--- src/assert_macros.svh ---
// Assertion macros shared by the sorter RTL.
// No dependencies; define NO_ASSERTIONS to compile them out.
`ifndef ASSERT_MACROS_SVH
`define ASSERT_MACROS_SVH
`ifndef NO_ASSERTIONS
// Clocked property, checked only while out of reset.
`define BAS_ASSERT(lbl, clk, rstn, prop, msg) \
    lbl: assert property (@(posedge clk) disable iff (!rstn) prop) else $error(msg);
// Clocked property, checked during reset too.
`define BAS_ASSERT_ALWAYS(lbl, clk, prop, msg) \
    lbl: assert property (@(posedge clk) prop) else $error(msg);
`else
`define BAS_ASSERT(lbl, clk, rstn, prop, msg)
`define BAS_ASSERT_ALWAYS(lbl, clk, prop, msg)
`endif
`endif

--- src/bas_pkg.sv ---
// Shared types and constants for the byte array sorter.
// No dependencies.
package bas_pkg;

    localparam int DEPTH_DEF = 32;
    localparam int VAL_W     = 8;

    typedef logic signed [VAL_W-1:0] t_val;

    typedef struct packed {
        t_val value;
        logic last;
    } t_in_item;

    typedef struct packed {
        t_val sorted_value;
        logic final_res;
        logic overflow;
    } t_out_item;

    typedef enum logic [3:0] {
        S_IDLE,
        S_PLD,
        S_PIV,
        S_RRD,
        S_RCMP,
        S_LRD,
        S_LCMP,
        S_SWAP,
        S_FRD,
        S_FWR,
        S_DEC,
        S_POP,
        S_POPW,
        S_EMIT_RD,
        S_EMIT
    } t_state;

endpackage

--- src/bas_store.sv ---
// Element store: one write port, one registered read port.
// Depends on bas_pkg.
module bas_store
    import bas_pkg::*;
#(
    parameter int DEPTH = DEPTH_DEF
) (
    input  logic                     i_clk,
    input  logic                     i_we,
    input  logic [$clog2(DEPTH)-1:0] i_waddr,
    input  t_val                     i_wdata,
    input  logic [$clog2(DEPTH)-1:0] i_raddr,
    output t_val                     o_rdata
);

    t_val r_mem [DEPTH];
    t_val r_rdata;

    // Write and read, read data registered
    always_ff @(posedge i_clk) begin
        if (i_we) begin
            r_mem[i_waddr] <= i_wdata;
        end
        r_rdata <= r_mem[i_raddr];
    end

    assign o_rdata = r_rdata;

endmodule

--- src/bas_stack.sv ---
// Range stack memory holding pending (low, high) index pairs.
// Depends on bas_pkg for the default depth.
module bas_stack
    import bas_pkg::*;
#(
    parameter int DEPTH = DEPTH_DEF,
    parameter int W     = 2 * $clog2(DEPTH)
) (
    input  logic                     i_clk,
    input  logic                     i_we,
    input  logic [$clog2(DEPTH)-1:0] i_waddr,
    input  logic [W-1:0]             i_wdata,
    input  logic [$clog2(DEPTH)-1:0] i_raddr,
    output logic [W-1:0]             o_rdata
);

    logic [W-1:0] r_mem [DEPTH];
    logic [W-1:0] r_rdata;

    // Push writes, pop reads, read data registered
    always_ff @(posedge i_clk) begin
        if (i_we) begin
            r_mem[i_waddr] <= i_wdata;
        end
        r_rdata <= r_mem[i_raddr];
    end

    assign o_rdata = r_rdata;

endmodule

--- src/bas_ctrl.sv ---
// Sequencer: load, quicksort partition loop with one shared compare, emit.
// Depends on bas_pkg and assert_macros.svh.
`include "assert_macros.svh"
module bas_ctrl
    import bas_pkg::*;
#(
    parameter int DEPTH = DEPTH_DEF
) (
    input  logic                         i_clk,
    input  logic                         i_rst_n,
    input  logic                         i_start,
    input  t_in_item                     i_item,
    output logic                         o_busy,
    output logic                         o_valid,
    output t_out_item                    o_result,
    // element store port
    output logic                         o_st_we,
    output logic [$clog2(DEPTH)-1:0]     o_st_waddr,
    output t_val                         o_st_wdata,
    output logic [$clog2(DEPTH)-1:0]     o_st_raddr,
    input  t_val                         i_st_rdata,
    // range stack port
    output logic                         o_sk_we,
    output logic [$clog2(DEPTH)-1:0]     o_sk_waddr,
    output logic [2*$clog2(DEPTH)-1:0]   o_sk_wdata,
    output logic [$clog2(DEPTH)-1:0]     o_sk_raddr,
    input  logic [2*$clog2(DEPTH)-1:0]   i_sk_rdata
);

    localparam int AW = $clog2(DEPTH);
    localparam int CW = $clog2(DEPTH + 1);
    localparam int IW = AW + 1;
    localparam logic [CW-1:0] SP_MAX = CW'(DEPTH);

    t_state          r_state, n_state;
    logic [CW-1:0]   r_fill, n_fill;
    logic            r_drop, n_drop;
    logic [CW-1:0]   r_sp, n_sp;
    logic            r_out_valid, n_out_valid;
    t_out_item       r_out, n_out;
    logic [CW-1:0]   r_n, n_n;
    logic [AW-1:0]   r_lo, n_lo;
    logic [AW-1:0]   r_hi, n_hi;
    logic [AW-1:0]   r_l, n_l;
    logic [AW-1:0]   r_r, n_r;
    logic [AW-1:0]   r_k, n_k;
    t_val            r_pivot, n_pivot;
    t_val            r_vr, n_vr;
    t_val            r_vl, n_vl;

    logic            accept;
    logic            room;
    logic [CW-1:0]   fill_next;
    logic            l_lt_r;
    logic            rd_gt_piv;
    logic            left_big;
    logic            right_big;
    logic            left_small;
    logic            is_final;

    assign accept    = i_start && (r_state == S_IDLE);
    assign room      = (r_fill < SP_MAX);
    assign fill_next = room ? r_fill + CW'(1) : r_fill;
    assign l_lt_r    = (r_l < r_r);
    // shared compare against the pivot
    assign rd_gt_piv = (i_st_rdata > r_pivot);
    // subranges [lo, p-1] and [p+1, hi] with p = l; sort only ranges of two or more
    assign left_big   = (IW'(r_lo) + IW'(1)) < IW'(r_l);
    assign right_big  = (IW'(r_l) + IW'(1)) < IW'(r_hi);
    assign left_small = (r_l - r_lo) < (r_hi - r_l);
    assign is_final   = (r_k == AW'(r_n - CW'(1)));

    // Next state
    always_comb begin
        n_state = r_state;
        unique case (r_state)
            S_IDLE: begin
                if (accept && i_item.last) begin
                    n_state = (fill_next > CW'(1)) ? S_PLD : S_EMIT_RD;
                end
            end
            S_PLD:  n_state = S_PIV;
            S_PIV:  n_state = S_RRD;
            S_RRD:  n_state = l_lt_r ? S_RCMP : S_FRD;
            S_RCMP: n_state = rd_gt_piv ? S_RRD : S_LRD;
            S_LRD:  n_state = l_lt_r ? S_LCMP : S_FRD;
            S_LCMP: n_state = rd_gt_piv ? S_SWAP : S_LRD;
            S_SWAP: n_state = S_RRD;
            S_FRD:  n_state = S_FWR;
            S_FWR:  n_state = S_DEC;
            S_DEC: begin
                if (left_small) begin
                    n_state = left_big ? S_PLD : S_POP;
                end else begin
                    n_state = right_big ? S_PLD : S_POP;
                end
            end
            S_POP:     n_state = (r_sp == '0) ? S_EMIT_RD : S_POPW;
            S_POPW:    n_state = S_PLD;
            S_EMIT_RD: n_state = S_EMIT;
            S_EMIT:    n_state = is_final ? S_IDLE : S_EMIT;
            default:   n_state = S_IDLE;
        endcase
    end

    // Datapath, memory controls and outputs
    always_comb begin
        n_fill      = r_fill;
        n_drop      = r_drop;
        n_sp        = r_sp;
        n_out_valid = 1'b0;
        n_out       = r_out;
        n_n         = r_n;
        n_lo        = r_lo;
        n_hi        = r_hi;
        n_l         = r_l;
        n_r         = r_r;
        n_k         = r_k;
        n_pivot     = r_pivot;
        n_vr        = r_vr;
        n_vl        = r_vl;
        o_st_we     = 1'b0;
        o_st_waddr  = r_l;
        o_st_wdata  = r_pivot;
        o_st_raddr  = r_l;
        o_sk_we     = 1'b0;
        o_sk_waddr  = r_sp[AW-1:0];
        o_sk_wdata  = {r_lo, r_hi};
        o_sk_raddr  = AW'(r_sp - CW'(1));
        unique case (r_state)
            S_IDLE: begin
                // store the transfer, or drop it when full
                if (accept) begin
                    o_st_waddr = r_fill[AW-1:0];
                    o_st_wdata = i_item.value;
                    if (room) begin
                        o_st_we = 1'b1;
                        n_fill  = fill_next;
                    end else begin
                        n_drop = 1'b1;
                    end
                    if (i_item.last) begin
                        n_n  = fill_next;
                        n_lo = '0;
                        n_hi = AW'(fill_next - CW'(1));
                        n_sp = '0;
                    end
                end
            end
            S_PLD: begin
                o_st_raddr = r_lo;
            end
            S_PIV: begin
                n_pivot = i_st_rdata;
                n_l     = r_lo;
                n_r     = r_hi;
            end
            S_RRD: begin
                o_st_raddr = r_r;
            end
            S_RCMP: begin
                // right scan: step down past larger elements
                if (rd_gt_piv) begin
                    n_r = r_r - AW'(1);
                end else begin
                    n_vr = i_st_rdata;
                end
            end
            S_LRD: begin
                o_st_raddr = r_l;
            end
            S_LCMP: begin
                // left scan: step up, or start the swap of l and r
                if (rd_gt_piv) begin
                    n_vl       = i_st_rdata;
                    o_st_we    = 1'b1;
                    o_st_waddr = r_l;
                    o_st_wdata = r_vr;
                end else begin
                    n_l = r_l + AW'(1);
                end
            end
            S_SWAP: begin
                o_st_we    = 1'b1;
                o_st_waddr = r_r;
                o_st_wdata = r_vl;
            end
            S_FRD: begin
                o_st_raddr = r_l;
            end
            S_FWR: begin
                // move the meeting element to the range head
                o_st_we    = 1'b1;
                o_st_waddr = r_lo;
                o_st_wdata = i_st_rdata;
            end
            S_DEC: begin
                // drop the pivot into place, push the larger side, go on with the smaller
                o_st_we    = 1'b1;
                o_st_waddr = r_l;
                o_st_wdata = r_pivot;
                if (left_small) begin
                    o_sk_wdata = {r_l + AW'(1), r_hi};
                    if (right_big && (r_sp < SP_MAX)) begin
                        o_sk_we = 1'b1;
                        n_sp    = r_sp + CW'(1);
                    end
                    n_hi = r_l - AW'(1);
                end else begin
                    o_sk_wdata = {r_lo, r_l - AW'(1)};
                    if (left_big && (r_sp < SP_MAX)) begin
                        o_sk_we = 1'b1;
                        n_sp    = r_sp + CW'(1);
                    end
                    n_lo = r_l + AW'(1);
                end
            end
            S_POP: begin
                if (r_sp != '0) begin
                    n_sp = r_sp - CW'(1);
                end
            end
            S_POPW: begin
                n_lo = i_sk_rdata[2*AW-1:AW];
                n_hi = i_sk_rdata[AW-1:0];
            end
            S_EMIT_RD: begin
                o_st_raddr = '0;
                n_k        = '0;
            end
            S_EMIT: begin
                // one result per cycle, read ahead by one
                o_st_raddr            = r_k + AW'(1);
                n_k                   = r_k + AW'(1);
                n_out_valid           = 1'b1;
                n_out.sorted_value    = i_st_rdata;
                n_out.final_res       = is_final;
                n_out.overflow        = r_drop;
                if (is_final) begin
                    n_fill = '0;
                    n_drop = 1'b0;
                end
            end
            default: begin
                n_out_valid = 1'b0;
            end
        endcase
    end

    // Control registers
    always_ff @(posedge i_clk) begin
        if (!i_rst_n) begin
            r_state     <= S_IDLE;
            r_fill      <= '0;
            r_drop      <= 1'b0;
            r_sp        <= '0;
            r_out_valid <= 1'b0;
        end else begin
            r_state     <= n_state;
            r_fill      <= n_fill;
            r_drop      <= n_drop;
            r_sp        <= n_sp;
            r_out_valid <= n_out_valid;
        end
    end

    // Payload registers
    always_ff @(posedge i_clk) begin
        r_out   <= n_out;
        r_n     <= n_n;
        r_lo    <= n_lo;
        r_hi    <= n_hi;
        r_l     <= n_l;
        r_r     <= n_r;
        r_k     <= n_k;
        r_pivot <= n_pivot;
        r_vr    <= n_vr;
        r_vl    <= n_vl;
    end

    assign o_busy   = (r_state != S_IDLE);
    assign o_valid  = r_out_valid;
    assign o_result = r_out;

    `BAS_ASSERT(a_sp_bound, i_clk, i_rst_n, r_sp <= SP_MAX, "range stack pointer overrun")
    `BAS_ASSERT(a_scan_order, i_clk, i_rst_n, (r_state == S_RRD || r_state == S_RCMP || r_state == S_LRD || r_state == S_LCMP) |-> (r_l <= r_r), "scan indices crossed")
    `BAS_ASSERT(a_last_busy, i_clk, i_rst_n, (i_start && !o_busy && i_item.last) |=> o_busy, "last transfer did not start the sort")
    `BAS_ASSERT(a_emit_burst, i_clk, i_rst_n, (r_out_valid && !r_out.final_res) |=> r_out_valid, "gap inside a result burst")
    `BAS_ASSERT(a_final_end, i_clk, i_rst_n, (r_out_valid && r_out.final_res) |=> !r_out_valid, "result after the final one")

endmodule

--- src/byte_array_sorter_core.sv ---
// Top level of the byte array sorter: sequencer, element store, range stack.
// Depends on bas_pkg, bas_ctrl, bas_store and bas_stack.
//
//   Channel  | Handshake                       | Payload
//   ---------+---------------------------------+---------------------------
//   input    | start high while busy low       | i_item   (t_in_item)
//   result   | o_valid strobe, one cycle each  | o_result (t_out_item)
//
// Loading accepts one transfer per cycle and does not raise busy. A transfer with
// last set starts the sort, whose compares share the single store read port.
// Results follow one per cycle once the range stack is empty, read in S_EMIT_RD
// and registered out of S_EMIT; busy drops in the cycle that shows the final
// result. The receiver cannot stall.
module byte_array_sorter_core
    import bas_pkg::*;
#(
    parameter int DEPTH = DEPTH_DEF
) (
    input  logic      i_clk,
    input  logic      i_rst_n,
    input  logic      start,
    input  t_in_item  i_item,
    output logic      busy,
    output logic      o_valid,
    output t_out_item o_result
);

    localparam int AW = $clog2(DEPTH);

    logic            st_we;
    logic [AW-1:0]   st_waddr;
    t_val            st_wdata;
    logic [AW-1:0]   st_raddr;
    t_val            st_rdata;
    logic            sk_we;
    logic [AW-1:0]   sk_waddr;
    logic [2*AW-1:0] sk_wdata;
    logic [AW-1:0]   sk_raddr;
    logic [2*AW-1:0] sk_rdata;

    // Sequencer with the shared compare
    bas_ctrl #(
        .DEPTH (DEPTH)
    ) u_ctrl (
        .i_clk      (i_clk),
        .i_rst_n    (i_rst_n),
        .i_start    (start),
        .i_item     (i_item),
        .o_busy     (busy),
        .o_valid    (o_valid),
        .o_result   (o_result),
        .o_st_we    (st_we),
        .o_st_waddr (st_waddr),
        .o_st_wdata (st_wdata),
        .o_st_raddr (st_raddr),
        .i_st_rdata (st_rdata),
        .o_sk_we    (sk_we),
        .o_sk_waddr (sk_waddr),
        .o_sk_wdata (sk_wdata),
        .o_sk_raddr (sk_raddr),
        .i_sk_rdata (sk_rdata)
    );

    // Element store
    bas_store #(
        .DEPTH (DEPTH)
    ) u_store (
        .i_clk   (i_clk),
        .i_we    (st_we),
        .i_waddr (st_waddr),
        .i_wdata (st_wdata),
        .i_raddr (st_raddr),
        .o_rdata (st_rdata)
    );

    // Range stack
    bas_stack #(
        .DEPTH (DEPTH),
        .W     (2 * AW)
    ) u_stack (
        .i_clk   (i_clk),
        .i_we    (sk_we),
        .i_waddr (sk_waddr),
        .i_wdata (sk_wdata),
        .i_raddr (sk_raddr),
        .o_rdata (sk_rdata)
    );

endmodule
--- config.mk ---
export PLATFORM = sky130hd
export DESIGN_NAME = byte_array_sorter_core
export DESIGN_NICKNAME = d
export VERILOG_FILES = /design/src/bas_pkg.sv /design/src/bas_store.sv /design/src/bas_stack.sv /design/src/bas_ctrl.sv /design/src/byte_array_sorter_core.sv
export VERILOG_INCLUDE_DIRS = /design/src /design/src/src
export SDC_FILE = /design/constraint.sdc
export NUM_CORES = 1
export LEC_CHECK = 0
export BUFFER_PORTS_ARGS = -buffer_cell sky130_fd_sc_hd__buf_2
export CORE_UTILIZATION = 57
export CTS_CLUSTER_SIZE = 8
export DETAILED_ROUTE_END_ITERATION = 8
export GPL_TIMING_DRIVEN = 1
export PLACE_DENSITY = 0.81
export SLEW_MARGIN = 20
export SYNTH_ARGS = -nofsm -noshare
export SYNTH_HDL_FRONTEND = slang
export SYNTH_SLANG_ARGS = --single-unit
--- constraint.sdc ---
create_clock -name i_clk -period 4.7 [get_ports i_clk]
set_clock_uncertainty 0.05 [all_clocks]
set_input_delay 0.235 -clock i_clk [delete_from_list [all_inputs] [get_ports i_clk]]
set_output_delay 0.235 -clock i_clk [all_outputs]
set_load 0.02 [all_outputs]
==> out/qor.csv <==
stage,metric,value,unit
clock_network,clk_path_buf_depth,3,
timing,tightest_slew,1.185,ns
logic_synthesis,synth.top_cell.area_share,0.6756,
global_routing,grtUsageMet3,0.05293,
timing,final-hold-violation-count,0,
clock_network,clkTransAtPathRegs,0.05,ns
timing,tns,0,ns
clock_network,cts_max_level,3,
detailed_routing,ant_nets,0,
final_layout,instances_no_fill,2511,
logic_synthesis,syn_area_per_cell,16.99,µm²
detailed_routing,vias,16240,
status,status,finished clean,
final_layout,syn_to_final_growth,14.19,%
critical_path,crit_arrival,4.45,ns
detailed_routing,drt_first_iter_violations,1901,
logic_synthesis,synthDistinctLibCells,66,
global_routing,global_route.usage.met1,0.3515,
power,leakage,0.01110,µW
logic_synthesis,async_reset_ff_frac,0,
timing,worst_slack,0.5270,ns
detailed_routing,drc,0,
logic_synthesis,synth_commonest_cells,"edfxtp_1, nor2_1, mux2i_1",
global_routing,grtUsageMet2,0.4391,
critical_path,worstPathMaxFanout,8,
clock_network,cts_hold_buf,0,
critical_path,rrSetupSlack,0.53,ns
final_layout,finalNetCount,1868,
clock_network,clkLatencyLatePin,0.64,ns
critical_path,critPathKind,register to register,
global_routing,grt_overflow,0,
job,maxCapViolations,0,
power,p_per_area,605.8,mW/mm²
critical_path,r2r-end,u_stack.r_mem[9][7],
timing,period_share,0.8879,
global_routing,grt_pass1_wl,99810,µm
logic_synthesis,ys_warn_count,0,
placed_design,gp_congestion,0.9365,
floorplanning,rows,81,
detailed_routing,viasPerCell,6.468,
placed_design,place_inst,2374,
logic_synthesis,synth_seq_cells,676,
logic_synthesis,synth_top_area_cell,edfxtp_1,
placed_design,place_area,0.02983,mm²
critical_path,startpoint,u_ctrl.r_hi[0],
global_routing,grt_usage,0.2689,
critical_path,cp-end-kind,register,
floorplanning,ioPinCount,24,
floorplanning,start_util,0.5799,
floorplanning,die_area,0.05080,mm²
final_layout,design_area,0.03248,mm²
detailed_routing,wire_per_inst,26.57,µm
min_path,hp-class,input pin to register,
detailed_routing,firstDrtPassIters,5,
floorplanning,die_y,225.4,µm
logic_synthesis,postSynthNetCount,1736,
min_path,hold_depth,2,
detailed_routing,drt_wl_total,66730,µm
timing,rsz0062_at_grt,false,
global_routing,grt_max_degree,83,
timing,fin_crit,4.173,ns
global_routing,busiest_layer,met2,
timing,fmax,239.6,MHz
placed_design,hpwl,40090,µm
critical_path,worst-r2r-cell-count,14,
logic_synthesis,syn_area,0.02845,mm²
floorplanning,coreArea,0.04905,mm²
logic_synthesis,ys_seq_area_frac,0.7009,
floorplanning,dieWidth,225.4,µm
logic_synthesis,yosysMostFrequentCell,edfxtp_1,
critical_path,rr_startpoint,u_ctrl.r_hi[0],
clock_network,clock-sinks,676,
final_layout,drive_above_1_share,0.2117,
placed_design,port_buffers,23,
timing,maxSlewViolCount,0,
global_routing,grt_pass1_vias,16310,
clock_network,cts_setup_buffers,0,
logic_synthesis,synth_ff_type,edfxtp_1,
power,ir_worst_vdd,0.3792,mV
critical_path,worst_ep_required_time,4.98,ns
critical_path,start_kind,register,
min_path,min_from,i_rst_n,
timing,slew_headroom,0.2101,
logic_synthesis,syn_inst,1674,
clock_network,clock-root-buffer,clkbuf_16,
final_layout,antenna_cells,0,
logic_synthesis,synth_edf_count,640,
clock_network,cts_resized,0,
min_path,holdPathEnd,u_ctrl.r_sp[3],
clock_network,cts_made_buffers,94,
clock_network,tritoncts,built,
final_layout,fill_cells,3180,
logic_synthesis,synthTopCellsByArea,"edfxtp_1, mux4_2, mux2i_1, dfxtp_1, ha_1",
placed_design,preCtsSetupSlack,0.6591,ns
global_routing,grt_antenna_before_repair,0,
timing,setup_viol,0,
-- report_power, final --
part | internal (µW) | switching, µW | leakage, µW | total (µW)
clock | 3700 | 2380 | 0.00127 | 6080
combinational | 1950 | 3590 | 0.00377 | 5550
sequential | 7770 | 282 | 0.00607 | 8050
-- layer usage --
layer	up-vias	share of wire	wire, µm
met3	183	0.083	5525
met1	8156	0.38	25670
met4	0	0.042	2789
li1	6918	-	-
met2	983	0.49	32740
met5	-	0	0
-- area by class of cell --
type,count,area (µm²),area share
Timing Repair Buffer,119,885.9,0.02727
Clock inverter,6,97.59,0.003004
Multi-Input combinational cell,865,7995,0.2461
Inverter,50,187.7,0.005778
Tap cell,664,830.8,0.02558
Clock buffer,131,2544,0.07831
Sequential cell,676,19940,0.6139
-- stage by stage --
stage / power [µW] / hold WS, ns / utilization
2_1_floorplan: 11610 / 0.3808 / -
3_3_place_gp: 13350 / 0.4196 / 0.6081
3_5_place_dp: 13510 / 0.4414 / 0.6081
4_1_cts: 19640 / 0.01880 / 0.6619
5_1_grt: 20340 / 0.03372 / 0.6622
6_report: 19680 / 0.05419 / 0.6622
-- state kept, by name, summed over array words and instances, names as in the netlist, 6 cells and up --
signal	count
u_stack.r_mem	320
u_stack.o_rdata	10
u_store.r_mem	256
u_ctrl.o_result	10
u_ctrl.r_sp	6
u_ctrl.r_vr	8
u_ctrl.r_vl	8
u_ctrl.r_pivot	8
u_store.o_rdata	8
u_ctrl.r_fill	6
-- critical path, cell delays in order (launching register included) --
cell	delay [ns]
edfxtp_1	0.45
inv_1	0.09
ha_1	0.14
inv_1	0.06
fa_1	0.48
inv_1	0.05
ha_1	0.28
a21o_1	0.16
a21o_1	0.19
a21o_1	0.21
a211o_1	0.32
o22ai_1	0.41
nand2_1	0.48
nor2_1	0.32
buf_4	0.20
-- layout by cell type, fill, tap and decap left out, types with 25 or more instances in the layout --
| master | synthesis | routed |
|---|---|---|
| mux2_2 | 44 | 44 |
| nand2_1 | 68 | 68 |
| o22ai_1 | 25 | 25 |
| dfxtp_1 | 36 | 35 |
| nor2_1 | 116 | 115 |
| a22oi_1 | 33 | 33 |
| mux2i_1 | 103 | 102 |
| buf_4 | 13 | 92 |
| edfxtp_1 | 640 | 640 |
| ha_1 | 48 | 47 |
| clkbuf_1 | 40 | 34 |
| inv_1 | 49 | 49 |
| clkbuf_16 | 0 | 96 |
| a21oi_1 | 33 | 29 |
| mux4_2 | 100 | 100 |
-- how the worst max path moves through the flow --
| stage | slack (ns) | cells past startpoint | end |
|---|---|---|---|
| after global routing | 0.38 | 14 | u_stack.r_mem[11][5] |
| after detailed placement | 0.66 | 14 | u_stack.r_mem[11][8] |
| after CTS | 0.63 | 14 | u_stack.r_mem[9][7] |
| after floorplan | 0.17 | 12 | u_stack.r_mem[0][5] |
| after global placement | 0.77 | 14 | u_stack.r_mem[10][6] |
| final | 0.53 | 14 | u_stack.r_mem[9][7] |
-- cells by family after synthesis --
family / synth area share
and+or+nand+nor: 0.04702
AOI/OAI and AO/OA: 0.06171
muxes: 0.1338
adders and majority gates: 0.02252
DFF: 0.7009
buffers and inverters: 0.02138
xor gates and xnor gates: 0.01262
Power figures use the tool's default switching activity.
